`config.mk`:
```
export PLATFORM = sky130hd
export DESIGN_NAME = retry_backoff_controller
export DESIGN_NICKNAME = d
export VERILOG_FILES = /design/src/rtl/rbc_pkg.sv /design/src/rtl/rbc_cfg.sv /design/src/rtl/rbc_core.sv /design/src/rtl/retry_backoff_controller.sv
export SDC_FILE = /design/constraint.sdc
export NUM_CORES = 1
export LEC_CHECK = 0
export CORE_UTILIZATION = 64
export CTS_CLUSTER_SIZE = 16
export DETAILED_ROUTE_END_ITERATION = 8
export DONT_BUFFER_PORTS = 1
export GPL_ROUTABILITY_DRIVEN = 0
export PLACE_DENSITY = 0.8
export SETUP_SLACK_MARGIN = 0.05
export SYNTH_ARGS = -nofsm -noshare
export SYNTH_HDL_FRONTEND = slang
export SYNTH_SLANG_ARGS = --single-unit
export TNS_END_PERCENT = 30
```
`constraint.sdc`:
```
create_clock -name clk -period 9.1 [get_ports clk]
set_input_delay 2.73 -clock clk [delete_from_list [all_inputs] [get_ports clk]]
set_output_delay 2.73 -clock clk [all_outputs]
set_load 0.03 [all_outputs]
```
`src/rtl/rbc_pkg.sv`:
```
// Shared types, codes and widths of the retry backoff controller.
// No dependencies; imported by every module of the block.
`default_nettype none

package rbc_pkg;

    // Default sizes, handed to the top level parameters
    localparam int DELAY_BITS_DEF = 24;
    localparam int COUNT_BITS_DEF = 8;

    // Fixed field widths
    localparam int KIND_W     = 2;
    localparam int LIMIT_W    = 8;
    localparam int INIT_W     = 16;
    localparam int CEIL_W     = 24;
    localparam int GROWTH_W   = 12;
    localparam int NUMBER_W   = 8;
    localparam int WAIT_W     = 24;
    localparam int PHASE_W    = 3;
    localparam int CFG_IDX_W  = 3;
    localparam int CFG_DATA_W = 24;

    // Event codes
    localparam logic [KIND_W-1:0] EV_TICK    = 2'd0;
    localparam logic [KIND_W-1:0] EV_START   = 2'd1;
    localparam logic [KIND_W-1:0] EV_CANCEL  = 2'd2;
    localparam logic [KIND_W-1:0] EV_OUTCOME = 2'd3;

    // Report codes
    localparam logic [KIND_W-1:0] RPT_BEGUN       = 2'd0;
    localparam logic [KIND_W-1:0] RPT_RECONNECTED = 2'd1;
    localparam logic [KIND_W-1:0] RPT_GAVE_UP     = 2'd2;
    localparam logic [KIND_W-1:0] RPT_REFUSED     = 2'd3;

    // Phase codes
    localparam logic [PHASE_W-1:0] PH_INACTIVE   = 3'd0;
    localparam logic [PHASE_W-1:0] PH_WAITING    = 3'd1;
    localparam logic [PHASE_W-1:0] PH_ATTEMPTING = 3'd2;
    localparam logic [PHASE_W-1:0] PH_SUCCEEDED  = 3'd3;
    localparam logic [PHASE_W-1:0] PH_FAILED     = 3'd4;

    // Register indexes
    localparam logic [CFG_IDX_W-1:0] REG_ENABLED       = 3'd0;
    localparam logic [CFG_IDX_W-1:0] REG_ATTEMPT_LIMIT = 3'd1;
    localparam logic [CFG_IDX_W-1:0] REG_INITIAL_DELAY = 3'd2;
    localparam logic [CFG_IDX_W-1:0] REG_DELAY_CEILING = 3'd3;
    localparam logic [CFG_IDX_W-1:0] REG_GROWTH_FACTOR = 3'd4;

    typedef struct packed {
        logic                enabled;
        logic [LIMIT_W-1:0]  attempt_limit;
        logic [INIT_W-1:0]   initial_delay;
        logic [CEIL_W-1:0]   delay_ceiling;
        logic [GROWTH_W-1:0] growth_factor;
    } cfg_t;

    typedef struct packed {
        logic [KIND_W-1:0]   report_kind;
        logic [NUMBER_W-1:0] attempt_number;
        logic [LIMIT_W-1:0]  attempt_cap;
        logic [WAIT_W-1:0]   wait_ticks;
        logic [PHASE_W-1:0]  phase_now;
    } report_t;

endpackage

`default_nettype wire

```
`src/rtl/rbc_cfg.sv`:
```
// Configuration register file of the retry backoff controller.
// Depends on rbc_pkg.
`default_nettype none

module rbc_cfg
    import rbc_pkg::*;
(
    input  wire logic                  clk,
    input  wire logic                  rst_n,
    input  wire logic                  cfg_valid,
    output logic                       cfg_ready,
    input  wire logic [CFG_IDX_W-1:0]  cfg_index,
    input  wire logic [CFG_DATA_W-1:0] cfg_data,
    output cfg_t                       cfg
);

    cfg_t cfg_reg;

    assign cfg_ready = 1'b1;
    assign cfg       = cfg_reg;

    always_ff @(posedge clk or negedge rst_n)
    begin
        if (!rst_n)
        begin
            cfg_reg.enabled       <= 1'b1;
            cfg_reg.attempt_limit <= 8'd5;
            cfg_reg.initial_delay <= 16'd1000;
            cfg_reg.delay_ceiling <= 24'd30000;
            cfg_reg.growth_factor <= 12'd512;
        end
        else if (cfg_valid)
        begin
            unique case (cfg_index)
                REG_ENABLED:       cfg_reg.enabled       <= cfg_data[0];
                REG_ATTEMPT_LIMIT: cfg_reg.attempt_limit <= cfg_data[LIMIT_W-1:0];
                REG_INITIAL_DELAY: cfg_reg.initial_delay <= cfg_data[INIT_W-1:0];
                REG_DELAY_CEILING: cfg_reg.delay_ceiling <= cfg_data[CEIL_W-1:0];
                REG_GROWTH_FACTOR: cfg_reg.growth_factor <= cfg_data[GROWTH_W-1:0];
                default:           ; // drop writes to unmapped indexes
            endcase
        end
    end

endmodule

`default_nettype wire

```
`src/rtl/rbc_core.sv`:
```
// Retry state registers and the combinational step logic (backoff multiply and clamp).
// Depends on rbc_pkg.
`default_nettype none

module rbc_core
    import rbc_pkg::*;
#(
    parameter int DELAY_BITS = DELAY_BITS_DEF,
    parameter int COUNT_BITS = COUNT_BITS_DEF
)
(
    input  wire logic              clk,
    input  wire logic              rst_n,
    input  wire logic              step,
    input  wire logic [KIND_W-1:0] event_kind,
    input  wire logic              session_valid,
    input  wire logic              attempt_ok,
    input  wire cfg_t              cfg,
    output logic                   emit,
    output report_t                report
);

    localparam int PROD_W = DELAY_BITS + GROWTH_W;

    logic [PHASE_W-1:0]    phase_reg,  phase_next;
    logic [COUNT_BITS-1:0] count_reg,  count_next;
    logic [DELAY_BITS-1:0] delay_reg,  delay_next;
    logic [DELAY_BITS-1:0] remain_reg, remain_next;

    logic                  running;
    logic [PROD_W-1:0]     product;
    logic [PROD_W-1:0]     scaled;
    logic [PROD_W-1:0]     ceiling_w;
    logic [PROD_W-1:0]     bounded;
    logic [DELAY_BITS-1:0] grown_delay;
    logic [15:0]           count_w;
    logic [31:0]           delay_w;
    logic [KIND_W-1:0]     kind_sel;
    logic                  at_limit;

    assign running = (phase_reg == PH_WAITING) || (phase_reg == PH_ATTEMPTING);
    assign count_w = 16'(count_reg);
    assign at_limit = count_w >= 16'(cfg.attempt_limit);

    // delay * growth / 256, clipped to the ceiling, then to the register range
    always_comb
    begin
        product   = PROD_W'(delay_reg) * PROD_W'(cfg.growth_factor);
        scaled    = product >> 8;
        ceiling_w = PROD_W'(cfg.delay_ceiling);
        bounded   = (scaled > ceiling_w) ? ceiling_w : scaled;
        if ((bounded >> DELAY_BITS) != '0)
            grown_delay = '1;
        else
            grown_delay = bounded[DELAY_BITS-1:0];
    end

    always_comb
    begin
        phase_next  = phase_reg;
        count_next  = count_reg;
        delay_next  = delay_reg;
        remain_next = remain_reg;
        emit        = 1'b0;
        kind_sel    = RPT_BEGUN;

        unique case (event_kind)
            EV_TICK:
            begin
                if (phase_reg == PH_WAITING)
                begin
                    if (remain_reg > DELAY_BITS'(1))
                        remain_next = remain_reg - DELAY_BITS'(1);
                    else
                    begin
                        remain_next = '0;
                        if (count_reg != '1)
                            count_next = count_reg + COUNT_BITS'(1);
                        phase_next = PH_ATTEMPTING;
                        emit       = 1'b1;
                        kind_sel   = RPT_BEGUN;
                    end
                end
            end
            EV_START:
            begin
                priority if (!cfg.enabled)
                begin
                    emit     = 1'b1;
                    kind_sel = RPT_REFUSED;
                end
                else if (running)
                begin
                    // already in a run: hold everything
                end
                else if (!session_valid)
                begin
                    emit     = 1'b1;
                    kind_sel = RPT_REFUSED;
                end
                else
                begin
                    count_next  = '0;
                    delay_next  = DELAY_BITS'(cfg.initial_delay);
                    remain_next = '0;
                    phase_next  = PH_WAITING;
                end
            end
            EV_CANCEL:
            begin
                if (running)
                    phase_next = PH_INACTIVE;
            end
            EV_OUTCOME:
            begin
                if (phase_reg == PH_ATTEMPTING)
                begin
                    priority if (attempt_ok)
                    begin
                        phase_next = PH_SUCCEEDED;
                        emit       = 1'b1;
                        kind_sel   = RPT_RECONNECTED;
                    end
                    else if (at_limit)
                    begin
                        phase_next = PH_FAILED;
                        emit       = 1'b1;
                        kind_sel   = RPT_GAVE_UP;
                    end
                    else
                    begin
                        delay_next  = grown_delay;
                        remain_next = grown_delay;
                        phase_next  = PH_WAITING;
                    end
                end
            end
            default: ;
        endcase
    end

    // Report fields show the state after the event
    always_comb
    begin
        delay_w               = 32'(delay_next);
        report.report_kind    = kind_sel;
        report.attempt_number = 16'(count_next) >> 0 == 16'(count_next)
                                ? NUMBER_W'(16'(count_next)) : '0;
        report.attempt_cap    = cfg.attempt_limit;
        report.wait_ticks     = delay_w[WAIT_W-1:0];
        report.phase_now      = phase_next;
    end

    always_ff @(posedge clk or negedge rst_n)
    begin
        if (!rst_n)
        begin
            phase_reg  <= PH_INACTIVE;
            count_reg  <= '0;
            delay_reg  <= '0;
            remain_reg <= '0;
        end
        else if (step)
        begin
            phase_reg  <= phase_next;
            count_reg  <= count_next;
            delay_reg  <= delay_next;
            remain_reg <= remain_next;
        end
    end

`ifndef SYNTHESIS
    // A begun report always leaves the controller attempting
    assert property (@(posedge clk) disable iff (!rst_n)
        step && emit && (report.report_kind == RPT_BEGUN) |=> phase_reg == PH_ATTEMPTING)
        else $error("attempt begun without entering attempting phase");

    // Only a start may lower the attempt count
    assert property (@(posedge clk) disable iff (!rst_n)
        step && (event_kind != EV_START) |=> count_reg >= $past(count_reg))
        else $error("attempt count fell outside a start");

    // An attempt in progress has been counted
    assert property (@(posedge clk) disable iff (!rst_n)
        phase_reg == PH_ATTEMPTING |-> count_reg != '0)
        else $error("attempting with zero attempt count");

    // State changes only on a step
    assert property (@(posedge clk) disable iff (!rst_n)
        !step |=> $stable(phase_reg) && $stable(delay_reg))
        else $error("state moved without an accepted word");
`endif

endmodule

`default_nettype wire

```
`src/rtl/retry_backoff_controller.sv`:
```
// Top level of the retry backoff controller: input and result registers around the step core.
// Depends on rbc_pkg, rbc_cfg and rbc_core.
//
//  channel | direction | handshake             | contents
//  --------+-----------+-----------------------+---------------------------------------------
//  s_      | in        | s_tvalid / s_tready   | event word: tuser kind, tdata session/outcome
//  m_      | out       | m_tvalid / m_tready   | report word: tuser report kind, tdata fields
//  cfg_    | in        | cfg_valid / cfg_ready | register index and write data
//
// The step core handles each event word combinationally; a new word may enter every cycle
// while the report side does not stall. A report-raising word passes through the input
// register, then the result register; the backoff multiply and clamp sit between the two.
// Reset clears the run state and loads the register defaults; the port is ready at once.
// A stalled report holds the result register and stops the step core for every word;
// the input register takes at most one more word and holds it, dropping s_tready until
// the sink drains the report.
`default_nettype none

module retry_backoff_controller
    import rbc_pkg::*;
#(
    parameter int DELAY_BITS = DELAY_BITS_DEF,
    parameter int COUNT_BITS = COUNT_BITS_DEF
)
(
    input  wire logic                  clk,
    input  wire logic                  rst_n,

    input  wire logic                  s_tvalid,
    output logic                       s_tready,
    input  wire logic [7:0]            s_tdata,   // [0] session_valid, [1] attempt_ok, [7:2] zero
    input  wire logic [KIND_W-1:0]     s_tuser,   // [1:0] event_kind

    output logic                       m_tvalid,
    input  wire logic                  m_tready,
    output logic [47:0]                m_tdata,   // [7:0] attempt_number, [15:8] attempt_cap,
                                                  // [39:16] wait_ticks, [42:40] phase_now,
                                                  // [47:43] zero
    output logic [KIND_W-1:0]          m_tuser,   // [1:0] report_kind

    input  wire logic                  cfg_valid,
    output logic                       cfg_ready,
    input  wire logic [CFG_IDX_W-1:0]  cfg_index,
    input  wire logic [CFG_DATA_W-1:0] cfg_data
);

    // Input register
    logic              in_valid_reg, in_valid_next;
    logic [KIND_W-1:0] in_kind_reg;
    logic              in_session_reg;
    logic              in_ok_reg;

    // Result register
    logic              out_valid_reg, out_valid_next;
    report_t           out_report_reg;

    logic              step;
    logic              emit;
    report_t           report;
    cfg_t              cfg;

    // Advance a held word when the result register is free or draining this cycle
    assign step     = in_valid_reg && (!out_valid_reg || m_tready);
    assign s_tready = !in_valid_reg || step;

    assign in_valid_next  = s_tvalid ? 1'b1 : (in_valid_reg && !step);
    assign out_valid_next = (step && emit) ? 1'b1 : (out_valid_reg && !m_tready);

    rbc_cfg u_cfg (
        .clk       (clk),
        .rst_n     (rst_n),
        .cfg_valid (cfg_valid),
        .cfg_ready (cfg_ready),
        .cfg_index (cfg_index),
        .cfg_data  (cfg_data),
        .cfg       (cfg)
    );

    rbc_core #(
        .DELAY_BITS (DELAY_BITS),
        .COUNT_BITS (COUNT_BITS)
    ) u_core (
        .clk           (clk),
        .rst_n         (rst_n),
        .step          (step),
        .event_kind    (in_kind_reg),
        .session_valid (in_session_reg),
        .attempt_ok    (in_ok_reg),
        .cfg           (cfg),
        .emit          (emit),
        .report        (report)
    );

    always_ff @(posedge clk or negedge rst_n)
    begin
        if (!rst_n)
        begin
            in_valid_reg  <= 1'b0;
            out_valid_reg <= 1'b0;
        end
        else
        begin
            in_valid_reg  <= in_valid_next;
            out_valid_reg <= out_valid_next;
        end
    end

    // Capture a new event word whenever the input side is ready
    always_ff @(posedge clk)
    begin
        if (s_tvalid && s_tready)
        begin
            in_kind_reg    <= s_tuser;
            in_session_reg <= s_tdata[0];
            in_ok_reg      <= s_tdata[1];
        end
    end

    // Load the report word; hold it while the sink stalls
    always_ff @(posedge clk)
    begin
        if (step && emit)
            out_report_reg <= report;
    end

    assign m_tvalid = out_valid_reg;
    assign m_tuser  = out_report_reg.report_kind;
    assign m_tdata  = {5'd0,
                       out_report_reg.phase_now,
                       out_report_reg.wait_ticks,
                       out_report_reg.attempt_cap,
                       out_report_reg.attempt_number};

endmodule

`default_nettype wire

```
==> results of run 1 <==
cells by family (layout without fill, tap and decap cells):
logic type,count (synthesis),after routing,synth area share
flops,171,171,0.253
fa+ha+maj,324,324,0.318
other cells,2,7,0.000419
xor+xnor,29,29,0.0142
compound gates,337,337,0.129
buf+inv,403,390,0.0868
mux,86,86,0.0522
simple gates,558,558,0.147
layer usage:
metal	vias up	global-route usage	wire [um]
met2	676	0.556	22200
met5	-	0	0
met1	7051	0.466	18600
met4	0	0.131	1610
met3	116	0.0497	3570
li1	6251	-	-
cells in the mapped netlist, types with 5 or more instances:
cell	n	area (um2)
fa_1	219	4380
buf_2	6	30.0
clkbuf_1	90	338
o311ai_0	14	123
o31ai_1	5	37.5
and2_1	86	538
mux2_2	61	687
inv_1	298	1120
o21a_1	8	60.1
a21oi_1	53	265
edfxtp_1	49	1470
mux2i_1	25	250
or4_1	5	37.5
or2_2	6	37.5
nand4_1	14	87.6
nor2b_1	12	75.1
o21ai_0	84	420
o21ai_1	10	50.1
o211ai_1	18	135
nand2_1	287	1080
a21o_1	32	240
a211oi_1	7	52.6
a22o_1	14	123
ha_1	105	1310
a31oi_1	12	75.1
nor3_1	13	65.1
xor2_1	15	131
dfrtp_1	105	2630
and3_1	18	113
o221ai_1	18	158
a32oi_1	15	131
nand3_1	17	85.1
or3_1	10	62.6
o311ai_1	10	87.6
nor2_1	60	225
xnor2_1	14	123
buf_4	6	45.0
dfstp_2	17	447
nand2b_1	15	93.8
final timing paths:
kind                            slack [ps]       endpoint  cells after the start          start
worst min-delay path                   460    m_tdata[15]                      0  u_cfg.cfg[59]
worst max-delay path                   420    m_tdata[16]                     32   u_cfg.cfg[8]
min in group asynchronous             1970   in_valid_reg                      0          rst_n
max in group asynchronous             6830  u_cfg.cfg[24]                      0          rst_n
worst max register to register         420    m_tdata[16]                     32   u_cfg.cfg[8]
worst min register to register         460    m_tdata[15]                      0  u_cfg.cfg[59]
metrics by stage:
step	hold slack [ps]	instance area [um2]	setup WS (ps)	util	std cells
after global placement	437	18400	335	0.677	2241
after floorplan	425	18000	1010	-	1914
after global routing	464	19100	68.6	0.699	2273
after CTS	457	19000	73.0	0.698	2273
after detailed placement	440	18400	205	0.677	2241
final	457	19100	419	0.699	2274
layout make-up:
| class | instances | area, um2 |
|---|---|---|
| diodes | 1 | 2.50 |
| clock buffers | 18 | 439 |
| clock inverters | 14 | 151 |
| fillers | 2020 | 8190 |
| inverters | 298 | 1120 |
| multi-input cells | 1340 | 11900 |
| flip-flops and latches | 171 | 4550 |
| well taps | 372 | 465 |
| repair buffers | 60 | 450 |
placed cells by master, fill, tap and decap left out, drive strengths merged, types with 5 or more instances in the layout:
| cell | instances |
|---|---|
| edfxtp | 49 |
| o31ai | 5 |
| nand2 | 287 |
| or3 | 11 |
| fa | 219 |
| nor2b | 12 |
| inv | 307 |
| dfrtp | 105 |
| a211oi | 7 |
| a21oi | 55 |
| o211ai | 19 |
| xor2 | 15 |
| mux2 | 61 |
| mux2i | 25 |
| nand3 | 17 |
| o21ai | 94 |
| ha | 105 |
| nor2 | 60 |
| nand2b | 15 |
| or2 | 6 |
| a22o | 14 |
| nor3 | 13 |
| conb | 6 |
| and3 | 18 |
| a32oi | 15 |
| buf | 60 |
| a31oi | 12 |
| or4 | 5 |
| and2 | 86 |
| o21a | 8 |
| o311ai | 24 |
| nand4 | 14 |
| dfstp | 17 |
| xnor2 | 14 |
| o221ai | 18 |
| clkbuf | 18 |
| nor4 | 5 |
| a21o | 32 |
repair_timing:
action / in CTS / in global routing
setup buffers: 0 / 0
setup endpoints to repair: 0 / 70
hold buffers: 0 / 0
resized for setup: 0 / 10
hold endpoints to repair: 0 / 0
==> results.md, run 1 <==
* Final setup TNS at 0 ps
* Slew headroom at 0.145
* Tot GR Track Use at 0.342
* Pre-Repair DR Iteration Count at 5
* Initial antenna violation count at 1
* Fin. max-slew vios at 0
* Fin crit share at 0.954
* Routed Wire Length at ~46 mm
* # DRC at 0
* RSZ-0062 raised after global routing: false
* Element type at the critical path end: flip-flop
* First-pass GRT wire length at about 76 mm
* Min Tclk post-route at between 8000 and 9000 ps
* Root buf cell: clkbuf_16
* Mapped Cells at 1,910
* Clock sink count at approximately 170
* Iter 0 DRT Violations at 1,370
* # setup viols final at 0
* Initial Utilization at 0.658
* CP max FO at 11
* Grt ovf at 0
* Post-synth EDFFs at between 40 and 50
* Vias in the first global route at between 10,000 and 15,000
* Skew-Pair Late Insertion Delay at ~450 ps
* Top FF cell, synth: dfrtp_1
* WP data arrival at just under 9000 ps
* Slowest cell on the critical path: fa_1
* CP bufs+invs at 8
* DP HPWL at between 30 and 40 mm
* Sequential area share after synthesis at 0.253
* Maximum capacitance violations at 0
* IO Pins at 95
* Crit Path Class: flip-flop to flip-flop
* Wire per inst at approximately 20 um
* Via count at 14,094
* Largest net degree at the start of global routing at between 100 and 150
* Max reg flops at around 60
* Max Fclk at around 120 MHz
* Critical path launch point type: flip-flop
* CTS Buf Count at 17
* Die height at 169 um
* Post-route ant nets at 0
* Worst-path clk slew at ~70 ps
* Layout cells sized above 1 at 0.104
* Core Area at 0.0273 mm2
* Die footprint at between 0.02 and 0.03 mm2
* Syn-to-layout area delta at 6.24%
* Synth unique cells at 70
* CTS tree: yes
* Status: finished clean
* Final net count at 2,254
* Final hold vios at 0
* FF+latch count, synth at ~170
* Vias per Instance at 6.20
* Yosys Warn Count at 0
* CP max stage delay at between 500 and 600 ps
* Avg Inst Size Synth at 9.39 um2
* Layout Skew at a little over 9 ps
* Slew @ Worst Pin at 1280 ps
* H-tree levels at 4
* Delay-heaviest family, CP: adder cells
* Port Buffers at 0
* Hold crit path type: flip-flop to flip-flop
* Die width at around 170 um
* Post-Syn Area at approximately 0.018 mm2
* Number of core rows at 60
* Fraction of synthesis flops using an asynchronous set or reset pin at 0.713
* CTS max path bufs at 2
* Critical Path RT at about 9300 ps
Power of run 1 is left out: the tool's default activity adds up to more than one toggle a clock period on the data nets, which glitch-free logic cannot reach.
==> run 2: changes to the inputs <==
--- a/config.mk
+++ b/config.mk
@@ -5,12 +5,12 @@
 export SDC_FILE = /design/constraint.sdc
 export NUM_CORES = 1
 export LEC_CHECK = 0
-export CORE_UTILIZATION = 64
+export CORE_UTILIZATION = 60
 export CTS_CLUSTER_SIZE = 16
 export DETAILED_ROUTE_END_ITERATION = 8
 export DONT_BUFFER_PORTS = 1
 export GPL_ROUTABILITY_DRIVEN = 0
-export PLACE_DENSITY = 0.8
+export PLACE_DENSITY = 0.79
 export SETUP_SLACK_MARGIN = 0.05
 export SYNTH_ARGS = -nofsm -noshare
 export SYNTH_HDL_FRONTEND = slang
==> constraint.sdc (replaced) <==
create_clock -name clk -period 7.5 [get_ports clk]
set_input_delay 2.25 -clock clk [delete_from_list [all_inputs] [get_ports clk]]
set_output_delay 2.25 -clock clk [all_outputs]
set_load 0.03 [all_outputs]
==> run 2 against run 1 <==
  * The flow now finishes with violations (max-capacitance violations, max-slew violations, negative setup slack)
  * Critical endpoint is now m_tdata[24]
  * Clock-buffer cell count unchanged
  * Cell area increased by 14%
  * Global-route usage increased by 1.3 points
  * First-iteration DRC count increased by 30%
  * Hold slack improved by 5.7 ps
  * Setup slack got worse by 1300 ps
  * Via count increased by 13%
==> results.md, run 2 (synthesis gave the netlist of run 1 again) <==
* Slew headroom at -0.0501 (-0.195)
* CTS tree: yes
* Fin. max-slew vios at 15 (+15)
* Final hold vios at 0 (unchanged)
* Worst-path clk slew at 80 ps (about the same)
* Worst R2R End: m_tdata[24]
* Reg2Reg Depth at 34 (+6.3%)
* Status: complete, but fails checks
* R2r setup slk at -840 ps (-1260 ps)
* Final net count at 2,461 (+9.2%)
* Max reg flops at 61 (unchanged)
* Port Buffers at 0 (unchanged)
* RR Startpoint: u_cfg.cfg[9]
* CP max FO at 8 (-3)
* WP data arrival at 8490 ps (-390 ps)
* Worst Hold Launch: u_cfg.cfg[53]
* Vias per Instance at 6.38 (+2.9%)
* Min Tclk post-route at 8340 ps (-341 ps)
* Initial antenna violation count at 2 (+1)
* Die height at 175 um (+3.2%)
* Non-filler instance count after layout at 2,493 (+9.6%)
* Die footprint at 0.0306 mm2 (+6.6%)
* Layout Skew at 13.0 ps (+3.86 ps)
* CP max stage delay at 570 ps (+20 ps)
* Initial Utilization at 0.617 (-0.0416)
* CTS max path bufs at 2 (unchanged)
* Hold Path Depth at 0 (unchanged)
* Largest net degree at the start of global routing at 123 (unchanged)
* Skew-Pair Late Insertion Delay at 450 ps (about the same)
* Vias in the first global route at 16,135 (+12%)
* Tot GR Track Use at 0.355 (+0.0134)
* Pre-Repair DR Iteration Count at 6 (+1)
* Hold crit path type: flip-flop to flip-flop
* Most used cell, CP: fa_1
* Most frequent cells in the layout: inv_1 (291), nand2_1 (285), buf_4 (234), fa_1 (217), dfrtp_1 (99)
* Fillers at 1,737 (-14%)
* Slew @ Worst Pin at 1560 ps (+282 ps)
* IO Pins at 95 (unchanged)
* Multi-input logic area at 0.0126 mm2 (+6.4%)
* Routed Wire Length at 56.4 mm (+23%)
* Maximum capacitance violations at 1 (+1)
* Slowest cell on the critical path: dfstp_2
* Critical Path RT at 7650 ps (-1650 ps)
* Fin crit share at 1.11 (+0.158)
* # DRC at 0 (unchanged)
* Post-route ant nets at 0 (unchanged)
* # setup viols final at 72 (+72)
* Number of core rows at 62 (+3.3%)
* Syn-to-layout area delta at 20.6%
* Wire per inst at 22.6 um (+12%)
* Failing checks: max-capacitance violations, max-slew violations, negative setup slack
* Layout cells sized above 1 at 0.242 (+0.138)
* Element type at the critical path end: flip-flop
* DP HPWL at 38.1 mm (+8.9%)
* First-pass GRT wire length at 84.2 mm (+11%)
* WHS at 462 ps (+5.73 ps)
* Crit Path Class: flip-flop to flip-flop
* Hold worst-path end: m_tdata[9]
* Clock sink count at 171 (unchanged)
* Max Fclk at 120 MHz (+4.1%)
* Reg area at 0.00455 mm2 (about the same)
* RSZ-0062 raised after global routing: true
* Setup ws final at -839 ps (-1260 ps)
* Die width at 175 um (+3.2%)
* Via count at 15,895 (+13%)
* H-tree levels at 4 (unchanged)
* CTS Buf Count at 17 (unchanged)
* Grt ovf at 0 (unchanged)
* Core Area at 0.0291 mm2 (+6.7%)
* Placed insts at 2,429 (+8.4%)
* Most common cell after layout, fill and taps aside: inv_1
* Root buf cell: clkbuf_16
* Iter 0 DRT Violations at 1,781 (+30%)
* Critical path launch point type: flip-flop
run 2: changes by cell type in the layout (fill, tap and decap cells not counted), sizes merged:
| cell | change |
|---|---|
| clkinvlp | +2 |
| clkinv | -1 |
| buf | +207 |
| inv | -3 |
| bufinv | +2 |
run 2: final cells by class:
class | count | area share
timing repair buffer | 267 | 0.103
sequential | 171 | 0.210
clock inverter | 14 | 0.00827
multi-input combinational | 1340 | 0.584
tap | 384 | 0.0222
inverter | 298 | 0.0517
clock buffer | 18 | 0.0198
antenna | 1 | 0.000116
run 2: critical path: cells and delay by family (launching register included):
| family | cells | cell delay, ps |
|---|---|---|
| adders and majority gates | 7 | 3100 |
| DFF | 1 | 570 |
| buffers and inverters | 10 | 1230 |
| AOI/OAI and AO/OA | 9 | 1680 |
| xor gates and xnor gates | 1 | 170 |
| and+or+nand+nor | 6 | 930 |
| muxes | 1 | 320 |
run 2: worst max path at each step:
stage / start / to / slack (ps) / depth (start not counted)
after floorplan: u_cfg.cfg[9] / m_tdata[32] / 70 / 30
after global placement: u_core.delay_reg[8] / m_tdata[17] / -730 / 32
after detailed placement: u_core.delay_reg[8] / m_tdata[17] / -800 / 32
after CTS: u_cfg.cfg[9] / u_core.remain_reg[9] / -550 / 33
after global routing: u_core.delay_reg[8] / u_core.remain_reg[9] / -1040 / 34
final: u_cfg.cfg[9] / m_tdata[24] / -840 / 34
run 2: per-stage QoR:
| stage | cell area, um2 | setup TNS (ps) | setup WS (ps) | util |
|---|---|---|---|---|
| 2_1_floorplan | 18000 | 0 | 70.6 | - |
| 3_3_place_gp | 19900 | -41140 | -730 | 0.685 |
| 3_5_place_dp | 19900 | -47690 | -799 | 0.685 |
| 4_1_cts | 21100 | -32770 | -553 | 0.725 |
| 5_1_grt | 21600 | -63940 | -1040 | 0.744 |
| 6_report | 21600 | -49800 | -839 | 0.744 |
run 2: repair_timing:
action	in CTS	in global routing
endpoints found under the setup margin	72	72
gates resized for setup	89	87
hold buffers	0	0
pin swaps	30	72
setup buffers	12	17
cloned	3	0
run 2: metal layers:
metal	wire (um)	share of wire	vias to the layer above	global-route usage
met1	20300	0.36	7802	0.449
met5	0	0	-	0
met3	5870	0.10	321	0.0696
li1	-	-	6658	-
met2	26900	0.48	1114	0.593
met4	3350	0.059	0	0.156
Power of run 2 is left out for the same reason.
